**src/rtl/sacu_pkg.sv**
```systemverilog
// Shared types and constants for the steering angle calibration unit.
// No dependencies; imported by the controller, datapath and top level.
`default_nettype none
package sacu_pkg;

  // Operation selector carried in tuser
  localparam logic [1:0] OP_ANGLE  = 2'd0;
  localparam logic [1:0] OP_BUTTON = 2'd1;
  localparam logic [1:0] OP_LOAD   = 2'd2;

  // Calibration phases
  localparam logic [1:0] PH_IDLE   = 2'd0;
  localparam logic [1:0] PH_LEFT   = 2'd1;
  localparam logic [1:0] PH_RIGHT  = 2'd2;
  localparam logic [1:0] PH_CENTER = 2'd3;

  // Configuration register indexes
  localparam logic CFG_DEBOUNCE   = 1'b0;
  localparam logic CFG_LONG_PRESS = 1'b1;

  localparam int DebW      = 20;
  localparam int LongW     = 24;
  localparam int CalW      = 32;
  localparam int FullScale = 127;
  localparam int QuoW      = 7;
  localparam int MagW      = CalW + 1;
  localparam int NumW      = MagW + QuoW;

  localparam logic [CalW-1:0] LEFT_RESET  = -32'sd20480;
  localparam logic [CalW-1:0] RIGHT_RESET = 32'sd20480;

  // Commands from controller to datapath
  typedef struct packed {
    logic       in_load;
    logic       unwrap;
    logic       diff;
    logic       sel;
    logic       mul;
    logic       div_step;
    logic [2:0] div_idx;
    logic       btn_edge;
    logic       btn_hold;
    logic       btn_apply;
    logic       stop_load;
    logic       out_load;
  } sacu_cmd_t;

  // Status from datapath to controller
  typedef struct packed {
    logic [1:0] op;
    logic       absent;
    logic       need_div;
  } sacu_sts_t;

endpackage
`default_nettype wire

```
**src/rtl/steering_angle_calibration_unit.sv**
```systemverilog
// Angle sample: dispatch, unwrap, difference, side select, scale, serial divider when
// needed, result load. Button poll: edge, hold, apply; load: stop load; absent sensor or
// other op: straight to result load. One item at a time: the next word is taken in the
// cycle after the result is loaded; a stalled result holds the next one back.
// Reset (rst_ni low, asynchronous) restores default stops, idle phase, default timing.
// Depends on sacu_pkg, sacu_ctrl and sacu_dp.
`default_nettype none
module steering_angle_calibration_unit import sacu_pkg::*; #(
  parameter int ANGLE_BITS = 14,
  parameter int TIME_BITS  = 48
) (
  input  wire                     clk_i,
  input  wire                     rst_ni,
  input  wire                     s_axis_tvalid,
  output logic                    s_axis_tready,
  // raw_angle[14:0], button_level_pressed, now_us, load_left, load_right, load_center
  input  wire [((112+TIME_BITS+7)/8)*8-1:0] s_axis_tdata,
  // operation
  input  wire [1:0]               s_axis_tuser,
  output logic                    m_axis_tvalid,
  input  wire                     m_axis_tready,
  // steer_value, calibrating, hid_button, save_strobe, cal_phase,
  // cal_left_out, cal_right_out, cal_center_out
  output logic [111:0]            m_axis_tdata,
  input  wire                     cfg_valid_i,
  output logic                    cfg_ready_o,
  input  wire                     cfg_index_i,
  input  wire [LongW-1:0]         cfg_data_i
);

  localparam int TB = TIME_BITS;

  sacu_cmd_t cmd;
  sacu_sts_t sts;
  logic [7:0]      steer;
  logic            cal, hid, save;
  logic [1:0]      ph;
  logic [CalW-1:0] lo, ro, co;

  assign cfg_ready_o  = 1'b1;
  assign m_axis_tdata = {3'b000, co, ro, lo, ph, save, hid, cal, steer};

  sacu_ctrl u_ctrl (
    .clk_i, .rst_ni,
    .in_valid_i (s_axis_tvalid),
    .in_ready_o (s_axis_tready),
    .out_valid_o(m_axis_tvalid),
    .out_ready_i(m_axis_tready),
    .sts_i      (sts),
    .cmd_o      (cmd)
  );

  sacu_dp #(.ANGLE_BITS(ANGLE_BITS), .TIME_BITS(TIME_BITS)) u_dp (
    .clk_i, .rst_ni,
    .cmd_i         (cmd),
    .sts_o         (sts),
    .cfg_we_i      (cfg_valid_i),
    .cfg_index_i   (cfg_index_i),
    .cfg_data_i    (cfg_data_i),
    .op_i          (s_axis_tuser),
    .raw_angle_i   (s_axis_tdata[14:0]),
    .btn_i         (s_axis_tdata[15]),
    .now_i         (s_axis_tdata[16 +: TB]),
    .load_left_i   (s_axis_tdata[16+TB +: CalW]),
    .load_right_i  (s_axis_tdata[48+TB +: CalW]),
    .load_center_i (s_axis_tdata[80+TB +: CalW]),
    .steer_o       (steer),
    .calibrating_o (cal),
    .hid_o         (hid),
    .save_o        (save),
    .phase_o       (ph),
    .left_o        (lo),
    .right_o       (ro),
    .center_o      (co)
  );

endmodule
`default_nettype wire

```
**src/rtl/sacu_ctrl.sv**
```systemverilog
// Sequencing state machine of the steering angle calibration unit.
// Depends on sacu_pkg; drives the datapath through sacu_cmd_t.
`default_nettype none
module sacu_ctrl import sacu_pkg::*; (
  input  wire        clk_i,
  input  wire        rst_ni,
  input  wire        in_valid_i,
  output logic       in_ready_o,
  output logic       out_valid_o,
  input  wire        out_ready_i,
  input  sacu_sts_t  sts_i,
  output sacu_cmd_t  cmd_o
);

  localparam logic [3:0] S_IDLE   = 4'd0;
  localparam logic [3:0] S_UNWRAP = 4'd1;
  localparam logic [3:0] S_DIFF   = 4'd2;
  localparam logic [3:0] S_SEL    = 4'd3;
  localparam logic [3:0] S_MUL    = 4'd4;
  localparam logic [3:0] S_DIV    = 4'd5;
  localparam logic [3:0] S_EDGE   = 4'd6;
  localparam logic [3:0] S_HOLD   = 4'd7;
  localparam logic [3:0] S_APPLY  = 4'd8;
  localparam logic [3:0] S_LOAD   = 4'd9;
  localparam logic [3:0] S_FIN    = 4'd10;
  localparam logic [3:0] S_DISP   = 4'd11;

  logic [3:0] state_q, state_d;
  logic [2:0] idx_q, idx_d;
  logic       oval_q, oval_d;
  logic       accept, out_free;
  logic [3:0] first_st;

  assign in_ready_o  = (state_q == S_IDLE);
  assign out_valid_o = oval_q;
  assign accept      = in_valid_i && in_ready_o;
  assign out_free    = !oval_q || out_ready_i;

  // Dispatch on the operation once the word is captured
  always_comb begin
    case (sts_i.op)
      OP_ANGLE:  first_st = sts_i.absent ? S_FIN : S_UNWRAP;
      OP_BUTTON: first_st = S_EDGE;
      OP_LOAD:   first_st = S_LOAD;
      default:   first_st = S_FIN;
    endcase
  end

  // Next state and commands
  always_comb begin
    state_d = state_q;
    idx_d   = idx_q;
    cmd_o   = '0;
    cmd_o.div_idx = idx_q;
    case (state_q)
      S_IDLE: begin
        if (accept) begin
          cmd_o.in_load = 1'b1;
          state_d = S_DISP;
        end
      end
      S_DISP: begin
        state_d = first_st;
      end
      S_UNWRAP: begin
        cmd_o.unwrap = 1'b1;
        state_d = S_DIFF;
      end
      S_DIFF: begin
        cmd_o.diff = 1'b1;
        state_d = S_SEL;
      end
      S_SEL: begin
        cmd_o.sel = 1'b1;
        state_d = S_MUL;
      end
      S_MUL: begin
        if (sts_i.need_div) begin
          cmd_o.mul = 1'b1;
          idx_d = 3'(QuoW - 1);
          state_d = S_DIV;
        end else begin
          state_d = S_FIN;
        end
      end
      S_DIV: begin
        cmd_o.div_step = 1'b1;
        idx_d = idx_q - 3'd1;
        if (idx_q == 3'd0) state_d = S_FIN;
      end
      S_EDGE: begin
        cmd_o.btn_edge = 1'b1;
        state_d = S_HOLD;
      end
      S_HOLD: begin
        cmd_o.btn_hold = 1'b1;
        state_d = S_APPLY;
      end
      S_APPLY: begin
        cmd_o.btn_apply = 1'b1;
        state_d = S_FIN;
      end
      S_LOAD: begin
        cmd_o.stop_load = 1'b1;
        state_d = S_FIN;
      end
      S_FIN: begin
        if (out_free) begin
          cmd_o.out_load = 1'b1;
          state_d = S_IDLE;
        end
      end
      default: state_d = S_IDLE;
    endcase
  end

  // Output valid: set on load, drop on take
  always_comb begin
    oval_d = oval_q;
    if (oval_q && out_ready_i) oval_d = 1'b0;
    if (cmd_o.out_load) oval_d = 1'b1;
  end

  always_ff @(posedge clk_i or negedge rst_ni) begin
    if (!rst_ni) begin
      state_q <= S_IDLE;
      idx_q   <= '0;
      oval_q  <= 1'b0;
    end else begin
      oval_q  <= oval_d;
      idx_q   <= idx_d;
      state_q <= state_d;
    end
  end

endmodule
`default_nettype wire

```
**src/rtl/sacu_dp.sv**
```systemverilog
// Datapath of the steering angle calibration unit: unwrap, span mapping with
// a serial divider, button debounce and calibration state. Depends on sacu_pkg.
`default_nettype none
module sacu_dp import sacu_pkg::*; #(
  parameter int ANGLE_BITS = 14,
  parameter int TIME_BITS  = 48
) (
  input  wire                   clk_i,
  input  wire                   rst_ni,
  input  sacu_cmd_t             cmd_i,
  output sacu_sts_t             sts_o,
  input  wire                   cfg_we_i,
  input  wire                   cfg_index_i,
  input  wire [LongW-1:0]       cfg_data_i,
  input  wire [1:0]             op_i,
  input  wire [14:0]            raw_angle_i,
  input  wire                   btn_i,
  input  wire [TIME_BITS-1:0]   now_i,
  input  wire [CalW-1:0]        load_left_i,
  input  wire [CalW-1:0]        load_right_i,
  input  wire [CalW-1:0]        load_center_i,
  output logic [7:0]            steer_o,
  output logic                  calibrating_o,
  output logic                  hid_o,
  output logic                  save_o,
  output logic [1:0]            phase_o,
  output logic [CalW-1:0]       left_o,
  output logic [CalW-1:0]       right_o,
  output logic [CalW-1:0]       center_o
);

  localparam int AB = ANGLE_BITS;
  localparam int TB = TIME_BITS;
  localparam int TW = CalW - AB;

  // Captured input word
  logic [1:0]      op_q;
  logic [14:0]     raw_in_q;
  logic            btn_q;
  logic [TB-1:0]   now_q;
  logic [CalW-1:0] ld_l_q, ld_r_q, ld_c_q;

  // Persistent state
  logic [AB-1:0]   prev_q, origin_q;
  logic [TW-1:0]   turn_q;
  logic            have_q;
  logic [CalW-1:0] cont_q, left_q, right_q, center_q;
  logic [1:0]      phase_q;
  logic            stable_q, last_lvl_q, used_q, strobe_q;
  logic [TB-1:0]   press_q, rchg_q;
  logic [DebW-1:0] deb_q;
  logic [LongW-1:0] long_q;

  // Working registers
  logic signed [MagW-1:0] dc_q, dl_q, dr_q;
  logic [MagW-1:0] a_q, b_q;
  logic [NumW-1:0] num_q;
  logic [QuoW-1:0] quo_q;
  logic            neg_q, need_q, deb_ok_q, hold_ok_q;

  assign sts_o.op       = op_q;
  assign sts_o.absent   = raw_in_q[14];
  assign sts_o.need_div = need_q;

  // Unwrap
  logic [15:0]       raw16;
  logic [AB-1:0]     raw, prev_e, org_e;
  logic signed [AB:0] diff;
  logic [TW-1:0]     turn_n;
  logic [CalW-1:0]   cont_n;
  assign raw16  = {1'b0, raw_in_q};
  assign raw    = raw16[AB-1:0];
  assign prev_e = have_q ? prev_q : raw;
  assign org_e  = have_q ? origin_q : raw;
  assign diff   = $signed({1'b0, raw}) - $signed({1'b0, prev_e});
  always_comb begin
    turn_n = turn_q;
    if (diff < -$signed((AB+1)'(1 << (AB-1))))     turn_n = turn_q + TW'(1);
    else if (diff > $signed((AB+1)'(1 << (AB-1)))) turn_n = turn_q - TW'(1);
  end
  assign cont_n = {turn_n, {AB{1'b0}}} + CalW'(raw) - CalW'(org_e);

  // Side selection
  logic [MagW-1:0] mag_dc, mag_dl, mag_dr, b_sel;
  logic            use_l, zero_r, neg_s;
  assign mag_dc = dc_q[MagW-1] ? MagW'(-dc_q) : MagW'(dc_q);
  assign mag_dl = dl_q[MagW-1] ? MagW'(-dl_q) : MagW'(dl_q);
  assign mag_dr = dr_q[MagW-1] ? MagW'(-dr_q) : MagW'(dr_q);
  always_comb begin
    use_l  = (dl_q != '0) && (dc_q[MagW-1] == dl_q[MagW-1]);
    zero_r = (dc_q == '0) || (!use_l && ((dr_q == '0) || (dc_q[MagW-1] != dr_q[MagW-1])));
    b_sel  = use_l ? mag_dl : mag_dr;
    neg_s  = use_l;
  end

  // Divider step
  logic [NumW-1:0] bsh;
  logic [NumW:0]   trial;
  assign bsh   = NumW'(b_q) << cmd_i.div_idx;
  assign trial = {1'b0, num_q} - {1'b0, bsh};

  // Button timing
  logic          chg;
  logic [TB-1:0] rchg_n, deb_el, hold_el;
  assign chg     = btn_q != last_lvl_q;
  assign rchg_n  = chg ? now_q : rchg_q;
  assign deb_el  = now_q - rchg_n;
  assign hold_el = now_q - press_q;

  // Short and long press effects on phase and stops
  logic [1:0]      ph_s, ph_l;
  assign ph_l = (phase_q == PH_IDLE) ? PH_LEFT : PH_IDLE;
  always_comb begin
    case (phase_q)
      PH_LEFT:   ph_s = PH_RIGHT;
      PH_RIGHT:  ph_s = PH_CENTER;
      PH_CENTER: ph_s = PH_IDLE;
      default:   ph_s = PH_IDLE;
    endcase
  end

  // Control state
  always_ff @(posedge clk_i or negedge rst_ni) begin
    if (!rst_ni) begin
      prev_q <= '0; origin_q <= '0; turn_q <= '0; have_q <= 1'b0;
      cont_q <= '0; left_q <= LEFT_RESET; right_q <= RIGHT_RESET; center_q <= '0;
      phase_q <= PH_IDLE; stable_q <= 1'b0; last_lvl_q <= 1'b0; used_q <= 1'b0;
      strobe_q <= 1'b0; press_q <= '0; rchg_q <= '0;
      deb_q <= DebW'(40000); long_q <= LongW'(1500000);
      op_q <= '0; raw_in_q <= '0; need_q <= 1'b0;
    end else begin
      if (cfg_we_i) begin
        if (cfg_index_i == CFG_DEBOUNCE) deb_q <= cfg_data_i[DebW-1:0];
        else                             long_q <= cfg_data_i;
      end
      if (cmd_i.in_load) begin
        op_q <= op_i; raw_in_q <= raw_angle_i; strobe_q <= 1'b0; need_q <= 1'b0;
      end
      if (cmd_i.unwrap) begin
        prev_q <= raw; origin_q <= org_e; have_q <= 1'b1;
        turn_q <= turn_n; cont_q <= cont_n;
      end
      if (cmd_i.sel) need_q <= !zero_r && (mag_dc < b_sel);
      if (cmd_i.btn_edge) begin
        last_lvl_q <= btn_q; rchg_q <= rchg_n;
      end
      if (cmd_i.btn_apply && deb_ok_q) begin
        if (btn_q != stable_q) begin
          stable_q <= btn_q;
          if (btn_q) begin
            press_q <= now_q; used_q <= 1'b0;
          end else if (!used_q) begin
            if (hold_ok_q) begin
              phase_q <= ph_l;
            end else begin
              phase_q <= ph_s;
              if (phase_q == PH_LEFT)   left_q <= cont_q;
              if (phase_q == PH_RIGHT)  right_q <= cont_q;
              if (phase_q == PH_CENTER) begin
                center_q <= cont_q; strobe_q <= 1'b1;
              end
            end
          end
        end else if (stable_q && !used_q && hold_ok_q) begin
          phase_q <= ph_l; used_q <= 1'b1;
        end
      end
      if (cmd_i.stop_load) begin
        left_q <= ld_l_q; right_q <= ld_r_q; center_q <= ld_c_q;
      end
    end
  end

  // Payload and working registers
  always_ff @(posedge clk_i) begin
    if (cmd_i.in_load) begin
      btn_q <= btn_i; now_q <= now_i;
      ld_l_q <= load_left_i; ld_r_q <= load_right_i; ld_c_q <= load_center_i;
      quo_q <= '0; neg_q <= 1'b0;
    end
    if (cmd_i.diff) begin
      dc_q <= $signed({cont_q[CalW-1], cont_q}) - $signed({center_q[CalW-1], center_q});
      dl_q <= $signed({left_q[CalW-1], left_q}) - $signed({center_q[CalW-1], center_q});
      dr_q <= $signed({right_q[CalW-1], right_q}) - $signed({center_q[CalW-1], center_q});
    end
    if (cmd_i.sel) begin
      a_q   <= mag_dc;
      b_q   <= b_sel;
      neg_q <= !zero_r && neg_s;
      quo_q <= (zero_r || (mag_dc < b_sel)) ? '0 : QuoW'(FullScale);
    end
    // Scale by 127 as a shift and subtract
    if (cmd_i.mul) num_q <= {a_q, {QuoW{1'b0}}} - NumW'(a_q);
    // Restoring division, one quotient bit a step
    if (cmd_i.div_step && !trial[NumW]) begin
      num_q <= trial[NumW-1:0];
      quo_q[cmd_i.div_idx] <= 1'b1;
    end
    if (cmd_i.btn_edge) deb_ok_q <= deb_el >= TB'(deb_q);
    if (cmd_i.btn_hold) hold_ok_q <= hold_el >= TB'(long_q);
  end

  // Result word
  always_ff @(posedge clk_i) begin
    if (cmd_i.out_load) begin
      steer_o       <= neg_q ? -{1'b0, quo_q} : {1'b0, quo_q};
      calibrating_o <= phase_q != PH_IDLE;
      hid_o         <= (phase_q == PH_IDLE) && stable_q;
      save_o        <= strobe_q;
      phase_o       <= phase_q;
      left_o        <= left_q;
      right_o       <= right_q;
      center_o      <= center_q;
    end
  end

endmodule
`default_nettype wire
```
**config.mk**
```make
export PLATFORM = sky130hd
export DESIGN_NAME = steering_angle_calibration_unit
export DESIGN_NICKNAME = d
export VERILOG_FILES = /design/src/rtl/sacu_pkg.sv /design/src/rtl/steering_angle_calibration_unit.sv /design/src/rtl/sacu_ctrl.sv /design/src/rtl/sacu_dp.sv
export SDC_FILE = /design/constraint.sdc
export NUM_CORES = 2
export LEC_CHECK = 0
export ABC_AREA = 1
export BUFFER_PORTS_ARGS = -buffer_cell sky130_fd_sc_hd__buf_2
export CORE_ASPECT_RATIO = 1.4
export CORE_MARGIN = 8
export CORE_UTILIZATION = 35
export CTS_CLUSTER_DIAMETER = 30
export DETAILED_ROUTE_END_ITERATION = 16
export PLACE_DENSITY = 0.54
export SKIP_LAST_GASP = 1
export SLEW_MARGIN = 20
export SYNTH_ARGS = -nofsm -noshare
export SYNTH_HDL_FRONTEND = slang
export SYNTH_HIERARCHICAL = 1
export SYNTH_SLANG_ARGS = --single-unit
```
**constraint.sdc**
```tcl
create_clock -name clk_i -period 12.3 [get_ports clk_i]
set_input_delay 0 -clock clk_i [delete_from_list [all_inputs] [get_ports clk_i]]
set_output_delay 0 -clock clk_i [all_outputs]
set_load 0.1 [all_outputs]
```
==> flow_metrics.py <==
metrics = {
    "run_status": {
        "outcome": "complete, no violations",
    },
    "route": {
        "drt_wl_total_mm": 177,
        "viasPerCell": 5.01,
        "wl_per_cell_um": 18.8,
        "drt_iter0_markers": 3005,
        "vias": 47274,
        "antenna_left": 0,
        "dr.pass1.iters": 6,
        "drc": 0,
    },
    "clock_tree": {
        "clkSinkCount": 816,
        "clock_path_buffers": 3,
        "clock_latency_ps": 820,
        "cts_setup_buffers": 0,
        "cts_tree": "built",
        "cts-root-buf": "clkbuf_16",
        "cts.clk_slew.worst_paths_ps": 40,
        "cts_buffers": 176,
        "htreeDepth": 4,
    },
    "hold_path": {
        "min_from": "s_axis_tdata[0]",
        "hp-class": "input port to flip-flop",
        "hold_depth": 4,
        "hold_end": "u_dp/raw_in_q[0]$_DFFE_PN0P_",
    },
    "floorplan": {
        "fp.dieH_um": 477,
        "dieArea_um2": 165000,
        "ioPinCount": 307,
        "initial_core_util_pct": 35.2,
        "chipWidth_um": 346,
        "rows": 169,
        "core-area_um2": 151000,
    },
    "cells_and_area": {
        "mostFrequentLayoutCell": "nand2_1",
        "layout-drive-gt1-share_pct": 10.7,
        "fin_nets": 7875,
        "fillers": 14945,
        "seqCellArea_um2": 22700,
        "final_cell_mix": "nand2_1 (1456), inv_1 (883), nor2_1 (641), o21ai_0 (518), a21oi_1 (463)",
        "area_growth_pct": 26.1,
        "finalInstanceArea_um2": 67100,
        "multi_input_area_um2": 26500,
    },
    "placement": {
        "io_buffer_count": 302,
        "place_area_um2": 56900,
        "gp_congestion": 0.910,
        "dp_hpwl_mm": 136,
    },
    "worst_setup_path": {
        "criticalPathCategory": "flip-flop to flip-flop",
        "start_kind": "flip-flop",
        "cp_top_family": "simple AND/OR/NAND/NOR gates",
        "end_kind": "flip-flop",
        "crit_required_ps": 12690,
        "cp_slowest_cell": "or2_2",
        "slowest_delay_ps": 850,
        "critPathBufInv": 5,
        "r2r_cells": 17,
        "worstReg2RegStart": "u_ctrl/idx_q[0]$_DFFE_PN0P_",
        "r2r_slack_ps": 6670,
        "critPathLaunch": "u_ctrl/idx_q[0]$_DFFE_PN0P_",
        "path_max_fanout": 46,
        "worstPathArrival_ps": 6020,
        "rr_endpoint": "u_dp/num_q[30]$_DFFE_PP_",
        "path_cells": "buf_4, inv_1, or2_2, o21ai_0, nor2_1, fa_1, inv_1, nand3_1, nand2_1, a21oi_1, o21ai_1, nand4_1, nand4_1, nand2_1, inv_2, buf_4, or2_2",
    },
    "yosys": {
        "ys_types": 71,
        "yosysSeqAreaShare_pct": 42.7,
        "synthAdderAreaFrac_pct": 9.01,
        "yosysWarnings": 6,
        "ys_ff_latch": 816,
        "synth_edf_count": 462,
        "synthCells": 6581,
        "synth_xor_area_share_pct": 5.54,
        "synth_top_family_by_area": "simple AND/OR/NAND/NOR gates",
        "synthArstFlopShare_pct": 42.5,
        "muxShareOfSynthArea_pct": 0.947,
        "synth-compound-area-share_pct": 13.9,
        "avgSynthCellArea_um2": 8.09,
        "synth-simple-area-share_pct": 20.2,
        "netlist_area_um2": 53200,
        "synthFlopType": "edfxtp_1",
    },
    "timing": {
        "fin_worst_skew_ps": 69.3,
        "fmax_ghz": 0.178,
        "rsz0062_at_grt": "no",
        "fin_crit_sh_pct": 45.8,
        "drv_slew": 0,
        "maxSlewHeadroom_pct": 27.5,
        "period_needed_ps": 5630,
        "setup_tns_ps": 0,
        "hold_viol": 0,
        "worstMarginPinSlew_ps": 1090,
        "setup_violations": 0,
    },
    "global_route": {
        "grt_pass1_vias": 48327,
        "antenna_found_initial": 8,
        "grt_max_degree": 162,
        "grt_pass1_wl_mm": 275,
        "grtUsageTotal_pct": 20.9,
        "grt_overflow_total": 0,
    },
    "power": {
        "ir_worst_vdd_mv": 0.182,
        "total_leakage_power_uw": 0.0300,
        "powerDensity_nw_per_um2": 331,
    },
    "run": {
        "maxCapViolCount": 0,
    },
}
==> through the flow <==
step / utilization [%] / total power, uW / hold WS [ps] / worst slack (ps) / instances
2_1_floorplan: - / 13500 / -296 / 4170 / 6583
3_3_place_gp: 37.6 / 16900 / 41.6 / 6660 / 8729
3_5_place_dp: 37.6 / 17000 / 43.9 / 6590 / 8729
4_1_cts: 44.4 / 22300 / 44.7 / 6560 / 9426
5_1_grt: 44.4 / 24000 / 75.7 / 6160 / 9427
6_report: 44.4 / 22200 / 75.7 / 6670 / 9429
==> worst max path at each step <==
| stage | end | slack [ps] | depth (start not counted) |
|---|---|---|---|
| 4_1_cts | u_dp/num_q[30]$_DFFE_PP_ | 6560 | 17 |
| 3_5_place_dp | u_dp/num_q[36]$_DFFE_PP_ | 6590 | 17 |
| 5_1_grt | u_dp/num_q[30]$_DFFE_PP_ | 6160 | 17 |
| 3_3_place_gp | u_dp/num_q[36]$_DFFE_PP_ | 6660 | 17 |
| 6_report | u_dp/num_q[30]$_DFFE_PP_ | 6670 | 17 |
| 2_1_floorplan | u_dp/dc_q[0]$_DFFE_PP_ | 4170 | 3 |
==> final cells by class <==
| class | count | area share, % |
|---|---|---|
| Multi-Input combinational cell | 4710 | 39.5 |
| Sequential cell | 816 | 33.9 |
| Timing Repair Buffer | 702 | 8.14 |
| Clock buffer | 214 | 7.11 |
| Inverter | 898 | 5.03 |
| Tap cell | 1966 | 3.66 |
| Clock inverter | 120 | 2.65 |
| Antenna cell | 3 | 0.0112 |
==> per-layer routing <==
layer	track usage, %	routed length (um)
met5	0	40
met4	8.14	6850
met3	3.26	8130
met2	36.7	86100
met1	25.8	76300
==> logic make-up (layout without fill, tap and decap cells) <==
family,Yosys count,after routing
adder cells (fa/ha/maj),379,379
AO/OA/AOI/OAI,1344,1344
buffers and inverters,1057,1934
AND/OR/NAND/NOR,2596,2596
flip-flops,816,816
other,2,7
XOR/XNOR,337,337
multiplexers,50,50
==> worst reg2reg max path: cells and delay by family, from the launching register on <==
family | cells | cell delay, ps
buf+inv | 5 | 1610
flops | 1 | 310
fa+ha+maj | 1 | 450
compound gates | 3 | 670
simple gates | 8 | 2140
==> power breakdown <==
| group | total, uW | switching [uW] | internal (uW) | leakage, uW |
|---|---|---|---|---|
| registers | 4970 | 772 | 4200 | 0.00869 |
| clock network | 5110 | 1730 | 3370 | 0.00314 |
| logic | 12100 | 8150 | 3980 | 0.0182 |
| total | 22200 | 10700 | 11600 | 0.0300 |
==> sequential cells by signal, summed over array words and instances (netlist names), 40 cells and up <==
signal / flops
u_dp/press_q: 48
u_dp/num_q: 40
u_dp/rchg_q: 48
u_dp/now_q: 48
==> cell usage after synthesis, types with 39 or more instances <==
library cell / count / share of area (%)
edfxtp_1: 462 / 26
nand3_1: 216 / 2.0
a31oi_1: 176 / 2.1
a21oi_1: 463 / 4.4
mux2i_1: 47 / 0.88
nor2_1: 646 / 4.6
nor3_1: 74 / 0.70
nor4_1: 39 / 0.46
xor2_1: 210 / 3.5
o21ai_0: 518 / 4.9
nand4_1: 53 / 0.62
inv_1: 886 / 6.2
xnor2_1: 127 / 2.1
clkbuf_1: 123 / 0.87
ha_1: 372 / 8.7
nand2_1: 1458 / 10
dfrtp_1: 311 / 15
==> timing repair <==
item / CTS / global route
hold buffers: 363 / 0
gates resized for setup: 0 / 0
setup endpoints to repair: 0 / 0
hold endpoints to repair: 346 / 0
No activity file was read; power rests on OpenSTA's default activity.
